File: src/rtl/atl_pkg.sv
// ----------------------------------------------------------------------------
// Arithmetic token lexer package
// Transaction types, character classes, DFA states, token kinds and the
// move and kind tables shared by the lexer modules.
// ----------------------------------------------------------------------------
`default_nettype none

package atl_pkg;

   // Input transaction: one character plus its end-of-line mark.
   typedef struct packed {
      logic [7:0] char_byte;
      logic       end_of_line;
   } req_type;

   // Result transaction: one token.
   typedef struct packed {
      logic [3:0] token_kind;
      logic [7:0] token_length;
      logic       last_in_run;
   } rsp_type;

   // Everything one character produces: one or two tokens.
   typedef struct packed {
      logic    two;
      rsp_type first;
      rsp_type second;
   } bundle_type;

   // Queue status seen by the front end and the back end.
   typedef struct packed {
      logic full;
      logic empty;
   } queue_status_type;

   localparam int QUEUE_DEPTH = 2;

   // Hard limit of the token length field.
   localparam int LENGTH_FIELD_MAX = 255;

   typedef enum logic [3:0] {
      CL_DIGIT,
      CL_DOT,
      CL_E,
      CL_MINUS,
      CL_OP,
      CL_SPACE,
      CL_SLASH,
      CL_ALPHA,
      CL_UNDER,
      CL_OTHER
   } char_class_type;

   typedef enum logic [10:0] {
      S_START = 11'b000_0000_0001,
      S_INT   = 11'b000_0000_0010,
      S_DOT   = 11'b000_0000_0100,
      S_E     = 11'b000_0000_1000,
      S_ESIGN = 11'b000_0001_0000,
      S_ID    = 11'b000_0010_0000,
      S_OP    = 11'b000_0100_0000,
      S_DIV   = 11'b000_1000_0000,
      S_COM   = 11'b001_0000_0000,
      S_FRAC  = 11'b010_0000_0000,
      S_EXP   = 11'b100_0000_0000
   } dfa_state_type;

   typedef struct packed {
      logic          ok;
      dfa_state_type next_state;
   } move_type;

   localparam logic [3:0] KIND_INTEGER    = 4'd0;
   localparam logic [3:0] KIND_FLOAT      = 4'd1;
   localparam logic [3:0] KIND_EXPONENT   = 4'd2;
   localparam logic [3:0] KIND_IDENTIFIER = 4'd3;
   localparam logic [3:0] KIND_OPERATOR   = 4'd4;
   localparam logic [3:0] KIND_DIVISION   = 4'd5;
   localparam logic [3:0] KIND_COMMENT    = 4'd6;
   localparam logic [3:0] KIND_INCOMPLETE = 4'd7;
   localparam logic [3:0] KIND_INVALID    = 4'd8;

   function automatic char_class_type char_class(input logic [7:0] c);
      char_class_type cls;
      if (c inside {["0":"9"]}) begin
         cls = CL_DIGIT;
      end else if (c == ".") begin
         cls = CL_DOT;
      end else if (c inside {"e", "E"}) begin
         cls = CL_E;
      end else if (c == "-") begin
         cls = CL_MINUS;
      end else if (c inside {"+", "*", "=", "^", "(", ")"}) begin
         cls = CL_OP;
      end else if (c == " ") begin
         cls = CL_SPACE;
      end else if (c == "/") begin
         cls = CL_SLASH;
      end else if (c inside {["a":"z"], ["A":"Z"]}) begin
         cls = CL_ALPHA;
      end else if (c == "_") begin
         cls = CL_UNDER;
      end else begin
         cls = CL_OTHER;
      end
      return cls;
   endfunction

   function automatic move_type dfa_move(input dfa_state_type st,
                                         input char_class_type cls);
      move_type mv;
      mv.ok         = 1'b1;
      mv.next_state = S_START;
      case (st)
         S_START: begin
            case (cls)
               CL_DIGIT:          mv.next_state = S_INT;
               CL_E, CL_ALPHA:    mv.next_state = S_ID;
               CL_MINUS, CL_OP:   mv.next_state = S_OP;
               CL_SPACE:          mv.next_state = S_START;
               CL_SLASH:          mv.next_state = S_DIV;
               default:           mv.ok = 1'b0;
            endcase
         end
         S_INT: begin
            case (cls)
               CL_DIGIT: mv.next_state = S_INT;
               CL_DOT:   mv.next_state = S_DOT;
               CL_E:     mv.next_state = S_E;
               default:  mv.ok = 1'b0;
            endcase
         end
         S_DOT: begin
            case (cls)
               CL_DIGIT: mv.next_state = S_FRAC;
               default:  mv.ok = 1'b0;
            endcase
         end
         S_E: begin
            case (cls)
               CL_DIGIT: mv.next_state = S_EXP;
               CL_MINUS: mv.next_state = S_ESIGN;
               default:  mv.ok = 1'b0;
            endcase
         end
         S_ESIGN, S_EXP: begin
            case (cls)
               CL_DIGIT: mv.next_state = S_EXP;
               default:  mv.ok = 1'b0;
            endcase
         end
         S_ID: begin
            // A letter e or E ends an identifier.
            case (cls)
               CL_DIGIT, CL_ALPHA, CL_UNDER: mv.next_state = S_ID;
               default:                      mv.ok = 1'b0;
            endcase
         end
         S_DIV: begin
            case (cls)
               CL_SLASH: mv.next_state = S_COM;
               default:  mv.ok = 1'b0;
            endcase
         end
         S_COM: begin
            mv.next_state = S_COM;
         end
         S_FRAC: begin
            case (cls)
               CL_DIGIT: mv.next_state = S_FRAC;
               CL_E:     mv.next_state = S_E;
               default:  mv.ok = 1'b0;
            endcase
         end
         default: begin
            // The operator state and any unused code reject everything.
            mv.ok = 1'b0;
         end
      endcase
      return mv;
   endfunction

   function automatic logic [3:0] dfa_kind(input dfa_state_type st);
      logic [3:0] kind;
      case (st)
         S_INT:   kind = KIND_INTEGER;
         S_FRAC:  kind = KIND_FLOAT;
         S_EXP:   kind = KIND_EXPONENT;
         S_ID:    kind = KIND_IDENTIFIER;
         S_OP:    kind = KIND_OPERATOR;
         S_DIV:   kind = KIND_DIVISION;
         S_COM:   kind = KIND_COMMENT;
         default: kind = KIND_INCOMPLETE;
      endcase
      return kind;
   endfunction

endpackage

`default_nettype wire

File: src/rtl/atl_front.sv
// ----------------------------------------------------------------------------
// Arithmetic token lexer front end
// Classifies each accepted character, steps the DFA and packs the tokens
// that the character closes into one bundle for the queue.
// ----------------------------------------------------------------------------
`default_nettype none

module atl_front
   import atl_pkg::*;
#(
   parameter int TOKEN_LENGTH_MAX = 255
) (
   input  wire logic             clock,
   input  wire logic             reset,
   input  wire logic             fire,
   input  wire req_type          req_data,
   output logic                  push,
   output bundle_type            push_data
);

   localparam int CAP = (TOKEN_LENGTH_MAX > LENGTH_FIELD_MAX) ?
                        LENGTH_FIELD_MAX : TOKEN_LENGTH_MAX;
   localparam logic [7:0] LENGTH_CAP = 8'(CAP);

   dfa_state_type  state_ff, state_in;
   logic [7:0]     count_ff, count_in;

   char_class_type cls;
   move_type       mv;
   move_type       mv_start;
   rsp_type        tok_a, tok_b;
   logic           has_a, has_b;

   always_comb begin
      cls      = char_class(req_data.char_byte);
      mv       = dfa_move(state_ff, cls);
      mv_start = dfa_move(S_START, cls);
      state_in = state_ff;
      count_in = count_ff;
      has_a    = 1'b0;
      has_b    = 1'b0;
      tok_a    = '{token_kind: KIND_INVALID, token_length: 8'd1, last_in_run: 1'b0};
      tok_b    = '{token_kind: KIND_INVALID, token_length: 8'd1, last_in_run: 1'b1};

      if (state_ff == S_START) begin
         if (!mv.ok) begin
            has_a = 1'b1;
         end else if (mv.next_state != S_START) begin
            state_in = mv.next_state;
            count_in = 8'd1;
         end
      end else if (mv.ok) begin
         state_in = mv.next_state;
         if (count_ff < LENGTH_CAP) begin
            count_in = count_ff + 8'd1;
         end
      end else begin
         // The open token ends here; the character is retried from start.
         has_a              = 1'b1;
         tok_a.token_kind   = dfa_kind(state_ff);
         tok_a.token_length = count_ff;
         state_in           = S_START;
         count_in           = 8'd0;
         if (!mv_start.ok) begin
            has_b = 1'b1;
         end else if (mv_start.next_state != S_START) begin
            state_in = mv_start.next_state;
            count_in = 8'd1;
         end
      end

      if (req_data.end_of_line && (state_in != S_START)) begin
         if (has_a) begin
            has_b              = 1'b1;
            tok_b.token_kind   = dfa_kind(state_in);
            tok_b.token_length = count_in;
         end else begin
            has_a              = 1'b1;
            tok_a.token_kind   = dfa_kind(state_in);
            tok_a.token_length = count_in;
         end
         state_in = S_START;
         count_in = 8'd0;
      end

      tok_a.last_in_run = !has_b;
      push              = fire && has_a;
      push_data         = '{two: has_b, first: tok_a, second: tok_b};
   end

   always_ff @(posedge clock) begin
      if (reset) begin
         state_ff <= S_START;
         count_ff <= 8'd0;
      end else if (fire) begin
         state_ff <= state_in;
         count_ff <= count_in;
      end
   end

endmodule

`default_nettype wire

File: src/rtl/atl_queue.sv
// ----------------------------------------------------------------------------
// Arithmetic token lexer queue
// Short register queue of token bundles between the front and back ends.
// ----------------------------------------------------------------------------
`default_nettype none

module atl_queue
   import atl_pkg::*;
(
   input  wire logic          clock,
   input  wire logic          reset,
   input  wire logic          push,
   input  wire bundle_type    push_data,
   input  wire logic          pop,
   output bundle_type         head,
   output queue_status_type   status
);

   localparam int PTR_W = (QUEUE_DEPTH > 1) ? $clog2(QUEUE_DEPTH) : 1;
   localparam int CNT_W = $clog2(QUEUE_DEPTH + 1);
   localparam logic [PTR_W-1:0] LAST_PTR = PTR_W'(QUEUE_DEPTH - 1);
   localparam logic [CNT_W-1:0] FULL_CNT = CNT_W'(QUEUE_DEPTH);

   bundle_type       entry_ff [QUEUE_DEPTH];
   logic [PTR_W-1:0] wr_ptr_ff, wr_ptr_in;
   logic [PTR_W-1:0] rd_ptr_ff, rd_ptr_in;
   logic [CNT_W-1:0] count_ff, count_in;
   logic             do_push, do_pop;

   always_comb begin
      status.full  = (count_ff == FULL_CNT);
      status.empty = (count_ff == '0);
      do_push      = push && !status.full;
      do_pop       = pop && !status.empty;
      head         = entry_ff[rd_ptr_ff];
      wr_ptr_in    = wr_ptr_ff;
      rd_ptr_in    = rd_ptr_ff;
      count_in     = count_ff;
      if (do_push) begin
         wr_ptr_in = (wr_ptr_ff == LAST_PTR) ? '0 : wr_ptr_ff + PTR_W'(1);
      end
      if (do_pop) begin
         rd_ptr_in = (rd_ptr_ff == LAST_PTR) ? '0 : rd_ptr_ff + PTR_W'(1);
      end
      if (do_push && !do_pop) begin
         count_in = count_ff + CNT_W'(1);
      end else if (do_pop && !do_push) begin
         count_in = count_ff - CNT_W'(1);
      end
   end

   always_ff @(posedge clock) begin
      if (reset) begin
         wr_ptr_ff <= '0;
         rd_ptr_ff <= '0;
         count_ff  <= '0;
      end else begin
         wr_ptr_ff <= wr_ptr_in;
         rd_ptr_ff <= rd_ptr_in;
         count_ff  <= count_in;
      end
   end

   always_ff @(posedge clock) begin
      if (do_push) begin
         entry_ff[wr_ptr_ff] <= push_data;
      end
   end

endmodule

`default_nettype wire

File: src/rtl/atl_back.sv
// ----------------------------------------------------------------------------
// Arithmetic token lexer back end
// Takes token bundles from the queue and delivers their tokens one at a
// time through the output register.
// ----------------------------------------------------------------------------
`default_nettype none

module atl_back
   import atl_pkg::*;
(
   input  wire logic              clock,
   input  wire logic              reset,
   input  wire bundle_type        head,
   input  wire queue_status_type  status,
   output logic                   pop,
   output logic                   rsp_valid,
   input  wire logic              rsp_stall,
   output rsp_type                rsp_data
);

   logic    valid_ff, valid_in;
   rsp_type data_ff, data_in;
   logic    pend_ff, pend_in;
   rsp_type pend_data_ff, pend_data_in;
   logic    load;

   always_comb begin
      load         = !valid_ff || !rsp_stall;
      valid_in     = valid_ff;
      data_in      = data_ff;
      pend_in      = pend_ff;
      pend_data_in = pend_data_ff;
      pop          = 1'b0;
      if (load) begin
         if (pend_ff) begin
            valid_in = 1'b1;
            data_in  = pend_data_ff;
            pend_in  = 1'b0;
         end else if (!status.empty) begin
            pop          = 1'b1;
            valid_in     = 1'b1;
            data_in      = head.first;
            pend_in      = head.two;
            pend_data_in = head.second;
         end else begin
            valid_in = 1'b0;
         end
      end
      rsp_valid = valid_ff;
      rsp_data  = data_ff;
   end

   always_ff @(posedge clock) begin
      if (reset) begin
         valid_ff <= 1'b0;
         pend_ff  <= 1'b0;
      end else begin
         valid_ff <= valid_in;
         pend_ff  <= pend_in;
      end
   end

   always_ff @(posedge clock) begin
      data_ff      <= data_in;
      pend_data_ff <= pend_data_in;
   end

endmodule

`default_nettype wire

File: src/rtl/arithmetic_token_lexer_unit.sv
// ----------------------------------------------------------------------------
// Arithmetic token lexer
// Splits a character stream into number, identifier, operator, division and
// comment tokens, reporting each token's kind and length.
// ----------------------------------------------------------------------------
//
//   Channel  Direction  Ports                          Transaction
//   req      in         req_valid, req_stall, req_data one character
//   rsp      out        rsp_valid, rsp_stall, rsp_data one token
//
// The block takes one character per cycle while the queue has room. The
// DFA state update in the front end is the loop that sets this rate. A
// token passes through a queue entry and the output register. A character
// that closes two tokens holds the back end for both, so a run of them
// drains at one token per cycle unless the output stalls, and stalls the
// input once the two-entry queue fills. Synchronous reset returns the DFA
// to S_START with no open token and empties the queue and output stage.
// ----------------------------------------------------------------------------
`default_nettype none

module arithmetic_token_lexer_unit
   import atl_pkg::*;
#(
   parameter int TOKEN_LENGTH_MAX = 255
) (
   input  wire logic     clock,
   input  wire logic     reset,
   input  wire logic     req_valid,
   output logic          req_stall,
   input  wire req_type  req_data,
   output logic          rsp_valid,
   input  wire logic     rsp_stall,
   output rsp_type       rsp_data
);

   // Front end: a character transaction is taken whenever the queue has
   // room, independent of whether the output register is being drained.
   logic             fire;
   logic             push;
   bundle_type       push_data;
   bundle_type       head;
   logic             pop;
   queue_status_type status;

   assign req_stall = status.full;
   assign fire      = req_valid && !req_stall;

   atl_front #(
      .TOKEN_LENGTH_MAX (TOKEN_LENGTH_MAX)
   ) u_front (
      .clock     (clock),
      .reset     (reset),
      .fire      (fire),
      .req_data  (req_data),
      .push      (push),
      .push_data (push_data)
   );

   // The queue holds whole bundles, so a character that produces no token
   // never takes a slot.
   atl_queue u_queue (
      .clock     (clock),
      .reset     (reset),
      .push      (push),
      .push_data (push_data),
      .pop       (pop),
      .head      (head),
      .status    (status)
   );

   // Back end: one token per result transaction, with the second token of
   // a bundle held aside until the first has been taken.
   atl_back u_back (
      .clock     (clock),
      .reset     (reset),
      .head      (head),
      .status    (status),
      .pop       (pop),
      .rsp_valid (rsp_valid),
      .rsp_stall (rsp_stall),
      .rsp_data  (rsp_data)
   );

endmodule

`default_nettype wire

File: config.mk
export PLATFORM = sky130hd
export DESIGN_NAME = arithmetic_token_lexer_unit
export DESIGN_NICKNAME = d
export VERILOG_FILES = /design/src/rtl/atl_pkg.sv /design/src/rtl/atl_front.sv /design/src/rtl/atl_queue.sv /design/src/rtl/atl_back.sv /design/src/rtl/arithmetic_token_lexer_unit.sv
export SDC_FILE = /design/constraint.sdc
export NUM_CORES = 1
export LEC_CHECK = 0
export CAP_MARGIN = 25
export CORE_MARGIN = 5
export CORE_UTILIZATION = 57
export DETAILED_ROUTE_END_ITERATION = 6
export DONT_BUFFER_PORTS = 1
export PLACE_DENSITY = 0.75
export SLEW_MARGIN = 20
export SYNTH_ARGS = -nofsm -noshare
export SYNTH_HDL_FRONTEND = slang
export SYNTH_SLANG_ARGS = --single-unit
File: constraint.sdc
create_clock -name clock -period 4.05 [get_ports clock]
set_input_delay 0.405 -clock clock [delete_from_list [all_inputs] [get_ports clock]]
set_output_delay 0.405 -clock clock [all_outputs]
set_load 0.02 [all_outputs]
==> reports/qor.txt <==
CTS Root Buffer Type -> clkbuf_8
Clock network latency to the later pin of the worst-skew pair -> 0.37 ns
Sequential power share -> 0.591
Global-route wire length before repair -> 18300 um
Pint -> 1.85 mW
Starting density of the core -> 0.591
Std cell rows -> 34
Antenna diodes -> 0
Clock buffer depth -> 2
Synth warn -> 0
WS Path Type -> register to register
Total power draw -> 2.74 mW
Top cell type's share of synthesized area -> 0.444
Final Hold Viols -> 0
Vias in the first global route -> 3695
CTS buffer count -> 9
RSZ-0062 raised after global routing -> false
DP Area -> 0.00531 mm^2
Post-place setup slack -> 0.594 ns
Final Non-Filler Cells -> 602
Async SR Flop Fraction -> 0
Worst path slowest cell -> nor4_1
Final setup violating endpoints -> 0
Min cycle time layout -> 3.52 ns
Commonest non-fill, non-tap cell in the layout -> edfxtp_1
First drt pass iteration count -> 5
Gate Count Post-Synth -> 487
Final wirelength -> 11000 um
Setup Buffers After CTS -> 0
PwrDens -> 498 mW/mm^2
Residual DRC -> 0
Worst-path clk slew -> 0.11 ns
Final Util -> 0.625
Post-synthesis sequential area ratio -> 0.544
Required time worst endpoint -> 4.36 ns
Syn avg cell area -> 10.7 um^2
Final #Nets -> 504
Sw Pwr -> 0.884 mW
PostCTS Resize Cnt -> 0
Clock Skew -> 0.0169 ns
PortBufs -> 0
Main synth FF type -> edfxtp_1
Status -> finished clean
Top cells by area, synth -> edfxtp_1 44%, dfxtp_1 10%, a21oi_1 3.7%, nand2_1 3.3%, mux2_2 3.2%
Crit-path most repeated cell -> nor4_1
Worst Max-Slew Pin Slew -> 0.846 ns
GRT Util Overall -> 0.203
Combinational Power Share -> 0.180
Vias/cell -> 6.32
Crit-path max cell delay -> 0.51 ns
Clock power share -> 0.228
Final HPWL DP -> 7800 um
Area grow syn2layout -> 5.72%
Final setup margin -> 0.533 ns
Layout cell share with drive strength beyond 1 -> 0.115
Antenna violations before repair -> 0
Max_cap viols -> 0
Crit-path cells -> nor4_1 -> nand3_1 -> or4_1 -> o21ai_1 -> nor4_1 -> nand2_1 -> a21o_1 -> inv_1 -> ha_1 -> or3_1 -> a21oi_1
EDFF count, synth -> 77
Initial DRC Count -> 405
Worst-path fanout max -> 7
Hold Buf Count CTS -> 0
WP data arrival -> 3.83 ns
Synth Cell Area -> 0.00520 mm^2
I/O pins -> 28
Cell area after layout -> 0.00550 mm^2
Die W -> 106 um
Routed Antenna Nets -> 0
Sw Ratio -> 0.323
Slew Viols, Final -> 0
Hold slack final -> 0.0847 ns
Period utilisation layout -> 0.868
Cells after DPL -> 586
Core area -> 0.00881 mm^2
Post-DR wirelength/cell -> 18.3 um
CP Buf/Inv Count -> 1
CTS H-tree depth -> 3
HP Class -> input port to register
CP endpoint kind -> register
Synth unique cells -> 70
Leakage Power -> 1.82 nW
Max VDD drop -> 0.201 mV
FF+latch count, synth -> 103
Die height -> 106 um
Max Freq -> 284 MHz
Most frequent cells in the layout -> 77 x edfxtp_1, 46 x nand2_1, 37 x a21oi_1
Grt total ovfl -> 0
Setup TNS Final -> 0 ns
Startpoint Class -> register
Pin count of the biggest net entering global routing -> 29
Dominant cell type by area after synthesis -> edfxtp_1
Max-slew headroom -> 0.435
CTS tree -> yes
Clock sinks -> 103
CP top delay family -> simple AND/OR/NAND/NOR gates
Routed via count -> 3802
Placer Congestion -> 0.926
Area of the die -> 0.0111 mm^2
[area by class of cell]
| class | count | area (um^2) |
|---|---|---|
| Sequential cell | 103 | 2830 |
| Fill cell | 693 | 3300 |
| Inverter | 7 | 26.3 |
| Clock buffer | 9 | 124 |
| Clock inverter | 7 | 70.1 |
| Timing Repair Buffer | 6 | 45.0 |
| Multi-Input combinational cell | 362 | 2270 |
| Tap cell | 108 | 135 |
[kinds of logic after synthesis]
group / synth area share
AOI/OAI and AO/OA: 0.144
other: 0.00144
DFF: 0.544
muxes: 0.0575
adders and majority gates: 0.00481
buffers and inverters: 0.0315
and+or+nand+nor: 0.208
xor gates and xnor gates: 0.00842
[synthesized netlist by cell type, types with 3 or more instances]
master / count
a21o_1: 5
a21oi_1: 38
a31oi_1: 4
and2_1: 5
and3_1: 4
buf_2: 4
clkbuf_1: 19
dfxtp_1: 26
edfxtp_1: 77
inv_1: 7
mux2_2: 15
mux2i_1: 13
nand2_1: 46
nand2b_1: 5
nand3_1: 19
nand3b_1: 6
nand4_1: 7
nand4b_1: 4
nor2_1: 38
nor2b_1: 5
nor3_1: 15
nor3b_1: 3
nor4_1: 4
nor4b_1: 3
o211ai_1: 3
o21ai_0: 25
o21ai_1: 8
o22ai_1: 4
o31ai_1: 3
or3_1: 5
or4_1: 10
xor2_1: 4
[registers in the layout (all words and copies together) (netlist names), named ones only]
signal / cells
u_queue.wr_ptr_ff: 1
u_queue.count_ff: 2
u_front.count_ff: 8
u_back.rsp_data: 13
u_back.rsp_valid: 1
u_back.pend_ff: 1
u_front.state_ff: 11
u_back.pend_data_ff: 12
u_queue.entry_ff: 52
u_queue.rd_ptr_ff: 1
[power by group through the flow]
stage	Sequential, mW	Clock, mW	Combinational [mW]
finish	1.62	0.626	0.494
global route	1.64	0.685	0.551
global placement	1.64	0	0.483
floorplan	1.60	0	0.395
detailed placement	1.65	0	0.498
CTS	1.63	0.636	0.499
[final timing paths]
check                              to           startpoint  cells past startpoint  slack [ns]
hold / removal       u_back.rsp_valid                reset                      1        0.08
setup reg to reg  u_queue.count_ff[1]  u_front.state_ff[0]                     11        0.53
setup / recovery  u_queue.count_ff[1]  u_front.state_ff[0]                     11        0.53
hold reg to reg   u_front.state_ff[3]  u_front.state_ff[3]                      2        0.52
[routing by layer]
layer	routed length, um	vias up	global-route usage
li1	-	1834	-
met1	4890	1787	0.270
met2	5280	162	0.335
met3	643	19	0.0391
met4	201	0	0.0694
met5	0	-	0
Note: power is estimated with default switching activity, not from simulation.
